### config.mk
export PLATFORM = sky130hd
export DESIGN_NAME = duplicate_frame_detector_flat
export DESIGN_NICKNAME = d
export VERILOG_FILES = /design/src/sv/dfd_pkg.sv /design/src/sv/dfd_pix_if.sv /design/src/sv/dfd_res_if.sv /design/src/sv/duplicate_frame_detector.sv /design/src/sv/dfd_front.sv /design/src/sv/dfd_queue.sv /design/src/sv/dfd_back.sv /design/src/flat_wrapper.sv
export SDC_FILE = /design/constraint.sdc
export NUM_CORES = 2
export LEC_CHECK = 0
export BUFFER_PORTS_ARGS = -buffer_cell sky130_fd_sc_hd__buf_2
export CELL_PAD_IN_SITES_DETAIL_PLACEMENT = 1
export CELL_PAD_IN_SITES_GLOBAL_PLACEMENT = 1
export CORE_MARGIN = 8
export CORE_UTILIZATION = 55
export CTS_BUF_LIST = sky130_fd_sc_hd__clkbuf_8
export CTS_CLUSTER_DIAMETER = 50
export DETAILED_ROUTE_END_ITERATION = 12
export PLACE_DENSITY = 0.79
export SLEW_MARGIN = 20
export SYNTH_ARGS = -nofsm -noshare
export SYNTH_HDL_FRONTEND = slang
export SYNTH_HIERARCHICAL = 1
export SYNTH_SLANG_ARGS = --single-unit
### constraint.sdc
create_clock -name clk_i -period 21.7 [get_ports clk_i]
set_clock_uncertainty 0.05 [all_clocks]
set_input_delay 0 -clock clk_i [delete_from_list [all_inputs] [get_ports clk_i]]
set_output_delay 0 -clock clk_i [all_outputs]
set_load 0.02 [all_outputs]
### src/sv/dfd_pkg.sv
// shared constants, types and register codes of the duplicate frame detector
// no dependencies; every other file of the block but dfd_res_if imports this package
`default_nettype none

package dfd_pkg;

  localparam int unsigned PIX_W       = 8;
  localparam int unsigned PLANE_W     = 2;
  localparam int unsigned NUM_PLANES  = 3;
  localparam int unsigned SUM_W       = 32;
  localparam int unsigned CNT_W       = 25;
  localparam int unsigned LIMIT_W     = 9;
  localparam int unsigned THR_W       = 27;
  localparam int unsigned CFG_IDX_W   = 2;
  localparam int unsigned CFG_DATA_W  = 27;
  localparam int unsigned QUEUE_DEPTH = 2;

  localparam int unsigned DEF_MAX_PLANE_PIXELS = 16777216;
  localparam int unsigned DEF_FRACTION_BITS    = 16;

  localparam logic [PIX_W-1:0] MISMATCH_VALUE = PIX_W'(255);

  // configuration register indexes
  localparam logic [CFG_IDX_W-1:0] CFG_MATCH_LIMIT = 2'd0;
  localparam logic [CFG_IDX_W-1:0] CFG_FRAME_THR   = 2'd1;
  localparam logic [CFG_IDX_W-1:0] CFG_LUMA_ONLY   = 2'd2;

  typedef struct packed {
    logic [LIMIT_W-1:0]      match_limit;
    logic signed [THR_W-1:0] frame_thr;
    logic                    luma_only;
  } cfg_t;

  // per-plane sums and pixel counts of one finished frame
  typedef struct packed {
    logic [NUM_PLANES-1:0][SUM_W-1:0] sum_cur;
    logic [NUM_PLANES-1:0][SUM_W-1:0] sum_prv;
    logic [NUM_PLANES-1:0][SUM_W-1:0] sum_nxt;
    logic [NUM_PLANES-1:0][CNT_W-1:0] cnt;
  } frame_sums_t;

  typedef struct packed {
    logic head_valid;
    logic full;
  } queue_status_t;

endpackage

`default_nettype wire

### src/sv/dfd_pix_if.sv
// pixel channel of the duplicate frame detector: valid/ready plus pixel payload
// depends on dfd_pkg for field widths
`default_nettype none

interface dfd_pix_if import dfd_pkg::*; ();
  logic               valid;
  logic               ready;
  logic [PIX_W-1:0]   cur_pixel;
  logic [PIX_W-1:0]   prev_pixel;
  logic [PIX_W-1:0]   next_pixel;
  logic [PLANE_W-1:0] plane;
  logic               frame_end;

  modport source (output valid, cur_pixel, prev_pixel, next_pixel, plane, frame_end,
                  input ready);
  modport sink   (input valid, cur_pixel, prev_pixel, next_pixel, plane, frame_end,
                  output ready);
endinterface

`default_nettype wire

### src/sv/dfd_res_if.sv
// result channel of the duplicate frame detector: valid/ready plus decision bit
// no dependencies
`default_nettype none

interface dfd_res_if ();
  logic valid;
  logic ready;
  logic is_duplicate;

  modport source (output valid, is_duplicate, input ready);
  modport sink   (input valid, is_duplicate, output ready);
endinterface

`default_nettype wire

### src/sv/duplicate_frame_detector.sv
// duplicate frame detector top level: configuration registers, front end,
// frame queue and divide/decide back end; depends on dfd_pkg, dfd_pix_if,
// dfd_res_if, dfd_front, dfd_queue and dfd_back
//
// usage
// - pix_i carries one co-located pixel triple (current, previous, next frame)
//   with its plane index per transaction; frame_end marks the frame's last pixel
// - pixels are taken one per clock while pix_i.ready is high; only a transaction
//   with frame_end set produces a result, one is_duplicate bit on res_o
// - the front end adds each pixel into per-plane sums in the same cycle; at
//   frame end the sums move into a two-frame queue and the accumulators clear,
//   so the next frame streams in without a gap
// - the back end divides each of up to nine sums by its plane count with a
//   one-bit-per-cycle restoring divider, each divide after a load step; a frame
//   decision divides three sums instead of nine in luma-only mode
// - pix_i.ready drops only while two finished frames wait in the queue
// - res_o holds its result until taken; a stalled receiver holds back the next
//   decision, not the pixel stream, until the queue fills
// - reset clears sums, counts, the queue and config; the user must write config
//   via cfg_we_i/cfg_idx_i/cfg_wdata_i only while idle, which is not enforced
`default_nettype none

module duplicate_frame_detector import dfd_pkg::*; #(
  parameter int unsigned MAX_PLANE_PIXELS = DEF_MAX_PLANE_PIXELS,
  parameter int unsigned FRACTION_BITS    = DEF_FRACTION_BITS
) (
  input  wire logic                  clk_i,
  input  wire logic                  rst_ni,
  input  wire logic                  cfg_we_i,
  input  wire logic [CFG_IDX_W-1:0]  cfg_idx_i,
  input  wire logic [CFG_DATA_W-1:0] cfg_wdata_i,
  dfd_pix_if.sink                    pix_i,
  dfd_res_if.source                  res_o
);

  cfg_t          cfg_q, cfg_d;
  logic          push, pop;
  frame_sums_t   push_sums, head_sums;
  queue_status_t q_status;

  // register writes, unknown index is dropped
  always_comb begin
    cfg_d = cfg_q;
    if (cfg_we_i) begin
      unique case (cfg_idx_i)
        CFG_MATCH_LIMIT: cfg_d.match_limit = cfg_wdata_i[LIMIT_W-1:0];
        CFG_FRAME_THR:   cfg_d.frame_thr   = signed'(cfg_wdata_i[THR_W-1:0]);
        CFG_LUMA_ONLY:   cfg_d.luma_only   = cfg_wdata_i[0];
        default:         cfg_d = cfg_q;
      endcase
    end
  end

  always_ff @(posedge clk_i or negedge rst_ni) begin
    if (!rst_ni) begin
      cfg_q <= '0;
    end else begin
      cfg_q <= cfg_d;
    end
  end

  // per-pixel accumulation
  dfd_front #(
    .MAX_PLANE_PIXELS (MAX_PLANE_PIXELS)
  ) u_front (
    .clk_i      (clk_i),
    .rst_ni     (rst_ni),
    .cfg_i      (cfg_q),
    .pix_i      (pix_i),
    .q_status_i (q_status),
    .push_o     (push),
    .sums_o     (push_sums)
  );

  // finished frames waiting for the divider
  dfd_queue u_queue (
    .clk_i    (clk_i),
    .rst_ni   (rst_ni),
    .push_i   (push),
    .entry_i  (push_sums),
    .pop_i    (pop),
    .head_o   (head_sums),
    .status_o (q_status)
  );

  // averages, totals and the duplicate decision
  dfd_back #(
    .FRACTION_BITS (FRACTION_BITS)
  ) u_back (
    .clk_i      (clk_i),
    .rst_ni     (rst_ni),
    .cfg_i      (cfg_q),
    .head_i     (head_sums),
    .q_status_i (q_status),
    .pop_o      (pop),
    .res_o      (res_o)
  );

endmodule

`default_nettype wire

### src/sv/dfd_front.sv
// front end: takes pixels, accumulates per-plane sums and counts, hands a frame off
// depends on dfd_pkg and dfd_pix_if
`default_nettype none

module dfd_front import dfd_pkg::*; #(
  parameter int unsigned MAX_PLANE_PIXELS = DEF_MAX_PLANE_PIXELS
) (
  input  wire logic          clk_i,
  input  wire logic          rst_ni,
  input  wire cfg_t          cfg_i,
  dfd_pix_if.sink            pix_i,
  input  wire queue_status_t q_status_i,
  output logic               push_o,
  output frame_sums_t        sums_o
);

  localparam logic [CNT_W-1:0] CNT_MAX = CNT_W'(MAX_PLANE_PIXELS);

  frame_sums_t      acc_q, acc_d, upd;
  logic             pix_acc, pix_use;
  logic [PIX_W-1:0] diff_prv, diff_nxt, val_prv, val_nxt;

  assign pix_i.ready = ~q_status_i.full;
  assign pix_acc     = pix_i.valid & pix_i.ready;

  always_comb begin
    diff_prv = (pix_i.cur_pixel >= pix_i.prev_pixel) ? pix_i.cur_pixel - pix_i.prev_pixel
                                                     : pix_i.prev_pixel - pix_i.cur_pixel;
    diff_nxt = (pix_i.cur_pixel >= pix_i.next_pixel) ? pix_i.cur_pixel - pix_i.next_pixel
                                                     : pix_i.next_pixel - pix_i.cur_pixel;
    val_prv  = ({1'b0, diff_prv} < cfg_i.match_limit) ? pix_i.cur_pixel : MISMATCH_VALUE;
    val_nxt  = ({1'b0, diff_nxt} < cfg_i.match_limit) ? pix_i.cur_pixel : MISMATCH_VALUE;
  end

  // unused plane code and chroma in luma-only mode are dropped
  assign pix_use = pix_acc && (pix_i.plane < PLANE_W'(NUM_PLANES)) &&
                   (!cfg_i.luma_only || (pix_i.plane == '0));

  always_comb begin
    upd = acc_q;
    for (int i = 0; i < NUM_PLANES; i++) begin
      if (pix_use && (pix_i.plane == PLANE_W'(i)) && (acc_q.cnt[i] < CNT_MAX)) begin
        upd.sum_cur[i] = acc_q.sum_cur[i] + SUM_W'(pix_i.cur_pixel);
        upd.sum_prv[i] = acc_q.sum_prv[i] + SUM_W'(val_prv);
        upd.sum_nxt[i] = acc_q.sum_nxt[i] + SUM_W'(val_nxt);
        upd.cnt[i]     = acc_q.cnt[i] + CNT_W'(1);
      end
    end
  end

  assign push_o = pix_acc & pix_i.frame_end;
  assign sums_o = upd;
  assign acc_d  = push_o ? '0 : upd;

  always_ff @(posedge clk_i or negedge rst_ni) begin
    if (!rst_ni) begin
      acc_q <= '0;
    end else begin
      acc_q <= acc_d;
    end
  end

  a_clear_after_frame: assert property (@(posedge clk_i) disable iff (!rst_ni)
    push_o |=> (acc_q.cnt[0] == '0) && (acc_q.cnt[1] == '0) && (acc_q.cnt[2] == '0))
    else $error("accumulators not cleared after frame end");

endmodule

`default_nettype wire

### src/sv/dfd_queue.sv
// two-entry queue of finished frame sums between front end and back end
// depends on dfd_pkg
`default_nettype none

module dfd_queue import dfd_pkg::*; (
  input  wire logic         clk_i,
  input  wire logic         rst_ni,
  input  wire logic         push_i,
  input  wire frame_sums_t  entry_i,
  input  wire logic         pop_i,
  output frame_sums_t       head_o,
  output queue_status_t     status_o
);

  localparam int unsigned PTR_W = (QUEUE_DEPTH > 1) ? $clog2(QUEUE_DEPTH) : 1;
  localparam int unsigned FILL_W = $clog2(QUEUE_DEPTH + 1);

  frame_sums_t       ent_q [QUEUE_DEPTH];
  logic [PTR_W-1:0]  wr_q, wr_d, rd_q, rd_d;
  logic [FILL_W-1:0] fill_q, fill_d;

  always_comb begin
    wr_d   = wr_q;
    rd_d   = rd_q;
    fill_d = fill_q;
    if (push_i) begin
      wr_d = (wr_q == PTR_W'(QUEUE_DEPTH - 1)) ? '0 : wr_q + PTR_W'(1);
    end
    if (pop_i) begin
      rd_d = (rd_q == PTR_W'(QUEUE_DEPTH - 1)) ? '0 : rd_q + PTR_W'(1);
    end
    if (push_i && !pop_i) begin
      fill_d = fill_q + FILL_W'(1);
    end else if (pop_i && !push_i) begin
      fill_d = fill_q - FILL_W'(1);
    end
  end

  always_ff @(posedge clk_i or negedge rst_ni) begin
    if (!rst_ni) begin
      wr_q   <= '0;
      rd_q   <= '0;
      fill_q <= '0;
    end else begin
      wr_q   <= wr_d;
      rd_q   <= rd_d;
      fill_q <= fill_d;
    end
  end

  always_ff @(posedge clk_i) begin
    if (push_i) begin
      ent_q[wr_q] <= entry_i;
    end
  end

  assign head_o              = ent_q[rd_q];
  assign status_o.head_valid = (fill_q != '0);
  assign status_o.full       = (fill_q == FILL_W'(QUEUE_DEPTH));

  a_no_overflow: assert property (@(posedge clk_i) disable iff (!rst_ni)
    push_i |-> (fill_q != FILL_W'(QUEUE_DEPTH)))
    else $error("frame queue written while full");

  a_no_underflow: assert property (@(posedge clk_i) disable iff (!rst_ni)
    pop_i |-> (fill_q != '0))
    else $error("frame queue popped while empty");

endmodule

`default_nettype wire

### src/sv/dfd_back.sv
// back end: bit-serial division of each sum by its plane count, totals, decision
// depends on dfd_pkg and dfd_res_if
`default_nettype none

module dfd_back import dfd_pkg::*; #(
  parameter int unsigned FRACTION_BITS = DEF_FRACTION_BITS
) (
  input  wire logic          clk_i,
  input  wire logic          rst_ni,
  input  wire cfg_t          cfg_i,
  input  wire frame_sums_t   head_i,
  input  wire queue_status_t q_status_i,
  output logic               pop_o,
  dfd_res_if.source          res_o
);

  localparam int unsigned DW     = SUM_W + FRACTION_BITS;
  localparam int unsigned TW     = DW + 3;
  localparam int unsigned STEP_W = $clog2(DW);

  localparam logic [1:0] ST_IDLE   = 2'd0;
  localparam logic [1:0] ST_LOAD   = 2'd1;
  localparam logic [1:0] ST_DIV    = 2'd2;
  localparam logic [1:0] ST_FINISH = 2'd3;

  localparam logic [1:0] KIND_CUR = 2'd0;
  localparam logic [1:0] KIND_PRV = 2'd1;
  localparam logic [1:0] KIND_NXT = 2'd2;

  logic [1:0]          state_q, state_d;
  logic [PLANE_W-1:0]  plane_q, plane_d;
  logic [1:0]          kind_q, kind_d;
  logic [STEP_W-1:0]   step_q, step_d;
  logic [DW-1:0]       quo_q, quo_d;
  logic [CNT_W-1:0]    rem_q, rem_d, den_q, den_d;
  logic signed [TW-1:0] tot_cur_q, tot_cur_d, tot_prv_q, tot_prv_d, tot_nxt_q, tot_nxt_d;
  logic                out_valid_q, out_valid_d, out_dup_q, out_dup_d;

  logic [SUM_W-1:0]     op_sum;
  logic [CNT_W:0]       trial;
  logic                 trial_ge;
  logic [DW-1:0]        quo_res;
  logic signed [TW-1:0] avg, thr_ext, ref_total;
  logic                 last_div, dup;

  always_comb begin
    case (kind_q)
      KIND_CUR: op_sum = head_i.sum_cur[plane_q];
      KIND_PRV: op_sum = head_i.sum_prv[plane_q];
      default:  op_sum = head_i.sum_nxt[plane_q];
    endcase
  end

  // one restoring step per cycle, dividend shifts out of quo_q as quotient shifts in
  assign trial    = {rem_q, quo_q[DW-1]};
  assign trial_ge = (trial >= {1'b0, den_q});
  assign quo_res  = (den_q == '0) ? '0 : {quo_q[DW-2:0], trial_ge};
  assign avg      = signed'({{(TW - DW){1'b0}}, quo_res});

  assign last_div  = (kind_q == KIND_NXT) &&
                     ((plane_q == PLANE_W'(NUM_PLANES - 1)) || cfg_i.luma_only);
  assign thr_ext   = signed'({{(TW - THR_W){cfg_i.frame_thr[THR_W-1]}}, cfg_i.frame_thr});
  assign ref_total = tot_cur_q + thr_ext;
  assign dup       = (tot_prv_q < ref_total) && (tot_nxt_q > ref_total);

  always_comb begin
    state_d     = state_q;
    plane_d     = plane_q;
    kind_d      = kind_q;
    step_d      = step_q;
    quo_d       = quo_q;
    rem_d       = rem_q;
    den_d       = den_q;
    tot_cur_d   = tot_cur_q;
    tot_prv_d   = tot_prv_q;
    tot_nxt_d   = tot_nxt_q;
    out_valid_d = out_valid_q & ~res_o.ready;
    out_dup_d   = out_dup_q;
    pop_o       = 1'b0;
    unique case (state_q)
      ST_IDLE: begin
        if (q_status_i.head_valid) begin
          plane_d   = '0;
          kind_d    = KIND_CUR;
          tot_cur_d = '0;
          tot_prv_d = '0;
          tot_nxt_d = '0;
          state_d   = ST_LOAD;
        end
      end
      ST_LOAD: begin
        quo_d   = {op_sum, {FRACTION_BITS{1'b0}}};
        den_d   = head_i.cnt[plane_q];
        rem_d   = '0;
        step_d  = STEP_W'(DW - 1);
        state_d = ST_DIV;
      end
      ST_DIV: begin
        quo_d = {quo_q[DW-2:0], trial_ge};
        rem_d = trial_ge ? CNT_W'(trial - {1'b0, den_q}) : trial[CNT_W-1:0];
        if (step_q == '0) begin
          case (kind_q)
            KIND_CUR: tot_cur_d = tot_cur_q + avg;
            KIND_PRV: tot_prv_d = tot_prv_q + avg;
            default:  tot_nxt_d = tot_nxt_q + avg;
          endcase
          if (last_div) begin
            state_d = ST_FINISH;
          end else begin
            state_d = ST_LOAD;
            if (kind_q == KIND_NXT) begin
              kind_d  = KIND_CUR;
              plane_d = plane_q + PLANE_W'(1);
            end else begin
              kind_d = kind_q + 2'd1;
            end
          end
        end else begin
          step_d = step_q - STEP_W'(1);
        end
      end
      ST_FINISH: begin
        if (!out_valid_q || res_o.ready) begin
          out_valid_d = 1'b1;
          out_dup_d   = dup;
          pop_o       = 1'b1;
          state_d     = ST_IDLE;
        end
      end
      default: state_d = ST_IDLE;
    endcase
  end

  always_ff @(posedge clk_i or negedge rst_ni) begin
    if (!rst_ni) begin
      state_q     <= ST_IDLE;
      plane_q     <= '0;
      kind_q      <= KIND_CUR;
      step_q      <= '0;
      out_valid_q <= 1'b0;
    end else begin
      state_q     <= state_d;
      plane_q     <= plane_d;
      kind_q      <= kind_d;
      step_q      <= step_d;
      out_valid_q <= out_valid_d;
    end
  end

  always_ff @(posedge clk_i) begin
    quo_q     <= quo_d;
    rem_q     <= rem_d;
    den_q     <= den_d;
    tot_cur_q <= tot_cur_d;
    tot_prv_q <= tot_prv_d;
    tot_nxt_q <= tot_nxt_d;
    out_dup_q <= out_dup_d;
  end

  assign res_o.valid        = out_valid_q;
  assign res_o.is_duplicate = out_dup_q;

  a_rem_below_divisor: assert property (@(posedge clk_i) disable iff (!rst_ni)
    (state_q == ST_DIV) |-> ((rem_q < den_q) || (den_q == '0)))
    else $error("division remainder reached the divisor");

  a_result_from_finish: assert property (@(posedge clk_i) disable iff (!rst_ni)
    $rose(out_valid_q) |-> $past(state_q == ST_FINISH))
    else $error("result raised outside the decision step");

endmodule

`default_nettype wire
### src/flat_wrapper.sv
// flat-port wrapper written by rule: the top's interface ports become plain ports
module duplicate_frame_detector_flat import dfd_pkg::*;
#(
  parameter int unsigned MAX_PLANE_PIXELS = DEF_MAX_PLANE_PIXELS,
  parameter int unsigned FRACTION_BITS    = DEF_FRACTION_BITS
)
  (clk_i, rst_ni, cfg_we_i, cfg_idx_i, cfg_wdata_i, pix_i_valid, pix_i_cur_pixel, pix_i_prev_pixel, pix_i_next_pixel, pix_i_plane, pix_i_frame_end, pix_i_ready, res_o_valid, res_o_is_duplicate, res_o_ready);
  dfd_pix_if pix_i_i ();
  dfd_res_if res_o_i ();
  input  wire logic clk_i;
  input  wire logic rst_ni;
  input  wire logic cfg_we_i;
  input  wire logic [CFG_IDX_W-1:0] cfg_idx_i;
  input  wire logic [CFG_DATA_W-1:0] cfg_wdata_i;
  input wire logic [$bits(pix_i_i.valid)-1:0] pix_i_valid;
  input wire logic [$bits(pix_i_i.cur_pixel)-1:0] pix_i_cur_pixel;
  input wire logic [$bits(pix_i_i.prev_pixel)-1:0] pix_i_prev_pixel;
  input wire logic [$bits(pix_i_i.next_pixel)-1:0] pix_i_next_pixel;
  input wire logic [$bits(pix_i_i.plane)-1:0] pix_i_plane;
  input wire logic [$bits(pix_i_i.frame_end)-1:0] pix_i_frame_end;
  output wire logic [$bits(pix_i_i.ready)-1:0] pix_i_ready;
  output wire logic [$bits(res_o_i.valid)-1:0] res_o_valid;
  output wire logic [$bits(res_o_i.is_duplicate)-1:0] res_o_is_duplicate;
  input wire logic [$bits(res_o_i.ready)-1:0] res_o_ready;
  assign pix_i_i.valid = pix_i_valid;
  assign pix_i_i.cur_pixel = pix_i_cur_pixel;
  assign pix_i_i.prev_pixel = pix_i_prev_pixel;
  assign pix_i_i.next_pixel = pix_i_next_pixel;
  assign pix_i_i.plane = pix_i_plane;
  assign pix_i_i.frame_end = pix_i_frame_end;
  assign pix_i_ready = pix_i_i.ready;
  assign res_o_valid = res_o_i.valid;
  assign res_o_is_duplicate = res_o_i.is_duplicate;
  assign res_o_i.ready = res_o_ready;
  duplicate_frame_detector #(.MAX_PLANE_PIXELS(MAX_PLANE_PIXELS), .FRACTION_BITS(FRACTION_BITS)) u_core (.clk_i(clk_i), .rst_ni(rst_ni), .cfg_we_i(cfg_we_i), .cfg_idx_i(cfg_idx_i), .cfg_wdata_i(cfg_wdata_i), .pix_i(pix_i_i), .res_o(res_o_i));
endmodule
* Yosys cells after proc, flatten, opt, wreduce, memory -nomap -nowiden
Memory sizes are Yosys's and may differ from the RTL's.
Index checks and enable logic that the tools add are counted.
** Storage, ports and cells
- Bits of input ports :: 61
- Word-level logic and storage cells :: 203
- RAM bits :: 726
- Memories kept :: 1
- Register bits after elaboration :: 669
** Memories
- u_core.u_queue.ent_q :: words 2, bits a word 363, rd ports 1, clocked after memory_dff 0, write ports 1, line dfd_queue.sv:18 : frame_sums_t ent_q [QUEUE_DEPTH];
** Cells by class
- Multiplexer cells :: 66
- Bitwise logic cells :: 5
- Reductions and logical operators :: 41
- Magnitude comparators :: 12
- $add $sub $neg :: 28
- Equal/unequal tests :: 20
** Operator list (count)
- 2-to-1 mux 32 bit :: 12
- 2-to-1 mux 363 bit :: 1
- 2-to-1 mux 51 bit :: 7
- case mux 51 bit (2 select lines) :: 3
- adder 32 x 8 -> 32 bit :: 9
- binary-select mux 32 bit (select 2 bit) :: 3
- adder 51 x 49 -> 51 bit :: 3
- 2-to-1 mux 25 bit :: 5
- case mux 48 bit (2 select lines) :: 1
- adder 25 x 1 -> 25 bit, second input constant :: 3
- < comparator 25 bit, second input constant :: 3
- case mux 32 bit (2 select lines) :: 1
- adder 51 x 27 -> 51 bit :: 1
- > comparator 51 bit :: 1
- < comparator 51 bit :: 1
- binary-select mux 25 bit (select 2 bit) :: 1
- case mux 25 bit (2 select lines) :: 1
- 2-to-1 mux 48 bit :: 1
- 2-to-1 mux 8 bit :: 4
- subtractor 8 bit :: 4
- greater-or-equal comparator 26 x 25 -> 1 bit :: 1
- 2-to-1 mux 2 bit :: 13
- zero test 25 bit :: 1
- subtractor 25 bit :: 1
- 30 further kinds :: 91

* Depth between registers and ports, before layout
- Word-level depth :: 9
- Mapped depth :: 29

* Modules after synthesis
The synthesis kept the hierarchy.
** Modules (own cells, without submodules)
- dfd_queue :: instances 1, area each 28175.8 um2, cells an instance 1146, seq. area each 21901.0 um2
- dfd_back :: instances 1, area each 26290.2 um2, cells an instance 2920, seq. area each 7892.6 um2
- dfd_front :: instances 1, area each 22789.4 um2, cells an instance 2456, seq. area each 9083.7 um2
- duplicate_frame_detector :: instances 1, area each 1496.4 um2, cells an instance 81, seq. area each 925.9 um2

* Worst setup path after synthesis
No wires, ideal clock.
- Path type :: reg-to-reg
- From :: register u_core.u_queue.fill_q[1]
- To :: memory u_core/u_queue/ent_q[0][0] (netlist bit), enable pin
- Arrival :: 17.847 ns
- Stages on the path, launching flop included :: 10
- Period minus slack after synthesis :: 19.036 ns
- Buffers on the path :: 4
- Slack :: 2.664 ns
- Setup time :: 1.139 ns
- Cell sequence :: dfrtp_1 -> nor2b_1 -> nor2b_1 -> clkbuf_1 -> buf_2 -> nand2_1 -> inv_1 -> clkbuf_1 -> clkbuf_1 -> nor2b_1
** RTL lines
- start: declaration :: line dfd_queue.sv:20 : logic [FILL_W-1:0] fill_q, fill_d;
- start signal: assignment :: line dfd_queue.sv:47 : fill_q <= fill_d;
- end: declaration :: line dfd_queue.sv:18

* Worst setup path in the final report
- From :: register u_core.u_back.den_q[0]
- To :: register u_core.u_back.tot_cur_q[42], data pin
** On the way
- Cells in the longest elaborated chain, start to end :: 6
** RTL lines
- start: declaration :: line dfd_back.sv:35 : logic [CNT_W-1:0] rem_q, rem_d, den_q, den_d;
- start signal: assignment :: line dfd_back.sv:153 : den_q <= den_d;
- greater-or-equal comparator 26 x 25 -> 1 bit / zero test 25 bit (equally long branches) :: line dfd_back.sv:56, dfd_back.sv:57
- 2-to-1 mux 48 bit (*) :: line dfd_back.sv:57 : assign quo_res = (den_q == '0) ? '0 : {quo_q[DW-2:0], trial_ge};
- adder 51 x 49 -> 51 bit (*) :: line dfd_back.sv:103 : KIND_CUR: tot_cur_d = tot_cur_q + avg;
- 2-to-1 mux 51 bit (*) :: line dfd_back.sv:102 : case (kind_q)
- 2-to-1 mux 51 bit (*) :: line dfd_back.sv:101 : if (step_q == '0) begin
- case mux 51 bit (2 select lines) (*) :: line dfd_back.sv:80 : unique case (state_q)
- end signal: assignment :: line dfd_back.sv:154 : tot_cur_q <= tot_cur_d;
- end: declaration :: line dfd_back.sv:36 : logic signed [TW-1:0] tot_cur_q, tot_cur_d, tot_prv_q, tot_prv_d, tot_nxt_q, tot_nxt_d;
Every way passes the cells marked *; elsewhere a longest branch is shown, timed or not. The select of a mux whose other input is x is not followed.
A chain may end at the register's enable or synchronous reset.

==> run metrics <==
final net count=7351; H-tree depth=4; Post-DP HPWL=158000 µm; Leakage=0.0360 µW; die width=394 µm; CTS Buf Count=239; Post-Synthesis Net Count=7126; vias in the first global route=58700; worst setup margin=14.64 ns; post-synthesis adder-cell area fraction=0.0756; DIE AREA=0.156 mm²; RSZ-0062 raised after global routing=false; Mean Syn Cell Area=11.9 µm²; Crit. path cell count=24; fraction of registers with async set/reset=0.299; I/O pins=64; initial antenna violation count=13; outcome=completed; Seq/Total Area, Yosys=0.505; largest family of logic cells by synthesized area=simple AND/OR/NAND/NOR gates; Routed WL per cell=25.7 µm; CP top delay family=compound AO/OA/AOI/OAI gates; crit start category=flop; GRT Overall Usage=0.288; CP Max Fanout=5; Initial Util=0.551; pre-CTS setup slack=14.67 ns; Yosys reg bits=1395; drt drc=0; CTS tree=built; clk_lat worst skew=0.97 ns; router iterations before antenna repair=6; Tmin final=7.06 ns; Worst Tran Pin Value=1.13 ns; mux cell area share after synthesis=0.101; CTS Buffer Depth=3; f_max=142 MHz; CTS Root Buffer Type=clkbuf_8; post-synthesis compound-gate area fraction=0.101; Rel. slew slack=0.248; Crit-path slowest cell=nor2_1; Reg2Reg Depth=24; Post-Syn Instances=6603; GRT overflow=0; depth of the worst hold-timing path=6; number of max-cap violations=0; Final Max Slew Viols=0; Clock transition at path regs=0.06 ns; vias per inst=6.11; DRT antenna net count=0; largest net degree at the start of global routing=160; layout cells sized above 1=0.149; Post-synth EDFFs=978; Layout area overhead=9.94%; critical path endpoint category=flop; core area=0.143 mm²; setup TNS=0 ns; VDD IR max=97.7 µV; post-synthesis xor/xnor area fraction=0.0576; ys flop type=edfxtp_1; fill count=14500; worst-path cell chain=ha_1 > fa_1 > nor2b_1 > o21ai_0 > a21boi_0 > o21ai_0 > a211oi_1 > o21ai_0 > nand2_1 > o21ai_4 > nor2_1 > ha_1 > fa_1 > a21oi_1 > o211ai_1 > or3b_1 > a221oi_2 > o22ai_2 > a211oi_1 > o21a_1 > o31ai_2 > a211oi_1 > o21a_1 > nor3_1; WS Path Type=reg2reg; Hold Path Class=in2reg; Post-Route WL=231000 µm; Data arrival, critical path=7.65 ns; RePlAce Congestion=0.874; I/O Buffers=63; Worst Path Required=22.28 ns; Post-Synth Simple-Gate Area=0.130; clock sink count=1395; Final Cycle Share=0.326; YS warnings=6; Post-CTS Resized=0; Mapped Area=0.0788 mm²; row count=139; Netlist cell types=109; initial DRC count=3997; WP buf/inv=0; power density over cell area=157 mW/mm²; crit-path max cell delay=0.81 ns; final hold vios=0; first-pass GRT wire length=351000 µm; Die H=394 µm; routed vias=54700; setup violators final=0
-- worst min-delay path, delay by kind of cell --
kind / cells / cell delay, ns
fa+ha+maj: 1 / 0.20
buf+inv: 1 / 0.22
xor+xnor: 1 / 0.17
compound gates: 3 / 0.39
-- what timing repair did --
action,CTS,global route
setup buffers,0,0
hold endpoints to repair,402,0
hold buffers,101,0
-- worst paths after layout --
kind,startpoint,to,slack (ns)
worst max-delay path,u_core/u_back/den_q[0]$_DFFE_PP_,u_core/u_back/tot_cur_q[42]$_SDFFCE_PN0P_,14.64
worst min-delay path,pix_i_cur_pixel[1],u_core/u_queue/ent_q[0][302]$_DFFE_PP_,0.19
worst max register to register,u_core/u_back/den_q[0]$_DFFE_PP_,u_core/u_back/tot_cur_q[42]$_SDFFCE_PN0P_,14.64
worst min register to register,u_core/cfg_q[1]$_DFFE_PN0P_,u_core/cfg_q[1]$_DFFE_PN0P_,0.46
max in group asynchronous,rst_ni,u_core/u_front/acc_q[302]$_DFF_PN0_,18.80
min in group asynchronous,rst_ni,u_core/cfg_q[20]$_DFFE_PN0P_,0.21
-- power by group --
group | switching (µW) | total, µW | internal, µW
Sequential | 388 | 4040 | 3650
Clock | 1160 | 2430 | 1270
Combinational | 4270 | 7100 | 2830
Total | 5820 | 13600 | 7750
-- routing by layer --
layer / up-vias / track usage / routed length [µm]
li1: 24700 / - / -
met1: 27900 / 0.372 / 97500
met2: 1551 / 0.472 / 109000
met3: 539 / 0.0523 / 12800
met4: 8 / 0.131 / 11300
met5: - / 0 / 59
-- cells by family (layout without fill, tap and decap cells) --
family          after synthesis  after routing
mux                         557            557
compound gates             1254           1254
buf+inv                     439            879
flops                      1395           1395
xor+xnor                    517            517
other cells                   0             14
simple gates               1975           1975
fa+ha+maj                   466            466
-- cell usage after synthesis, types with 16 or more instances --
library cell	instances	share of area
o21ai_1	24	0.0015
mux4_2	32	0.0092
mux2_4	379	0.072
nand3_1	167	0.011
o21bai_1	43	0.0041
nor2_1	382	0.018
ha_1	444	0.071
o2111ai_1	20	0.0022
nor2b_1	98	0.0078
inv_1	190	0.0091
a31oi_1	56	0.0044
mux2i_1	79	0.010
o21ai_0	297	0.019
a21oi_1	352	0.022
o211ai_1	29	0.0028
xnor2_1	305	0.034
nor3b_1	22	0.0021
buf_12	35	0.0089
edfxtp_1	978	0.37
fa_1	18	0.0046
nand2b_1	61	0.0048
nand4_1	101	0.0080
or3_1	32	0.0025
nand2_1	440	0.021
and4_1	25	0.0028
mux2_2	67	0.0096
buf_2	16	0.0010
nor3_1	92	0.0058
o21a_1	49	0.0047
clkbuf_1	173	0.0082
a21o_1	149	0.014
dfrtp_1	417	0.13
and3_1	106	0.0084
nor4_1	21	0.0017
and2_1	363	0.029
a211oi_1	66	0.0063
xor2_1	211	0.023
a22oi_1	24	0.0023
-- flip-flops by register name, summed over array words and instances, names as in the netlist, 2 cells and up --
signal / flops
u_core/u_back/rem_q: 25
u_core/u_back/tot_cur_q: 51
u_core/u_queue/fill_q: 2
u_core/cfg_q: 37
u_core/u_back/den_q: 25
u_core/u_queue/ent_q: 726
u_core/u_back/state_q: 2
u_core/u_back/step_q: 6
u_core/u_back/plane_q: 2
u_core/u_back/kind_q: 2
u_core/u_back/tot_prv_q: 51
u_core/u_back/quo_q: 48
u_core/u_back/tot_nxt_q: 51
u_core/u_front/acc_q: 363
-- metrics by stage --
stage / instances / util / power, µW / area (µm²) / hold slack, ns
4_1_cts: 8945 / 0.605 / 13500 / 86500 / 0.0828
2_1_floorplan: 6603 / - / 9180 / 78800 / -0.346
6_report: 8960 / 0.606 / 13600 / 86600 / 0.194
5_1_grt: 8948 / 0.605 / 14400 / 86600 / 0.194
3_3_place_gp: 8388 / 0.564 / 10700 / 80600 / -0.0121
3_5_place_dp: 8388 / 0.564 / 11000 / 80600 / -0.00197
-- cells in the final DEF, fill, tap and decap left out, types with 79 or more instances in the layout --
master,synthesis,layout
a21oi_1,352,349
edfxtp_1,978,978
mux2i_1,79,79
dfrtp_1,417,412
nand4_1,101,101
nand2_1,440,437
nor3_1,92,90
xor2_1,211,211
inv_1,190,261
xnor2_1,305,305
nor2b_1,98,96
mux2_4,379,379
nand3_1,167,167
and2_1,363,361
and3_1,106,106
ha_1,444,442
a21o_1,149,149
clkbuf_8,0,276
o21ai_0,297,297
dlygate4sd3_1,0,100
nor2_1,382,378
-- cell type report --
cell class              count  area [µm²]  area share
clock inverters           180        1110      0.0129
repair buffers            233        1920      0.0222
clock buffers             276        3800      0.0439
flip-flops and latches   1395       39800       0.460
multi-input cells        4769       36800       0.425
inverters                 190         718     0.00830
diodes                     14        35.0    0.000405
well taps                1903        2380      0.0275
Power figures use the tool's default switching activity.
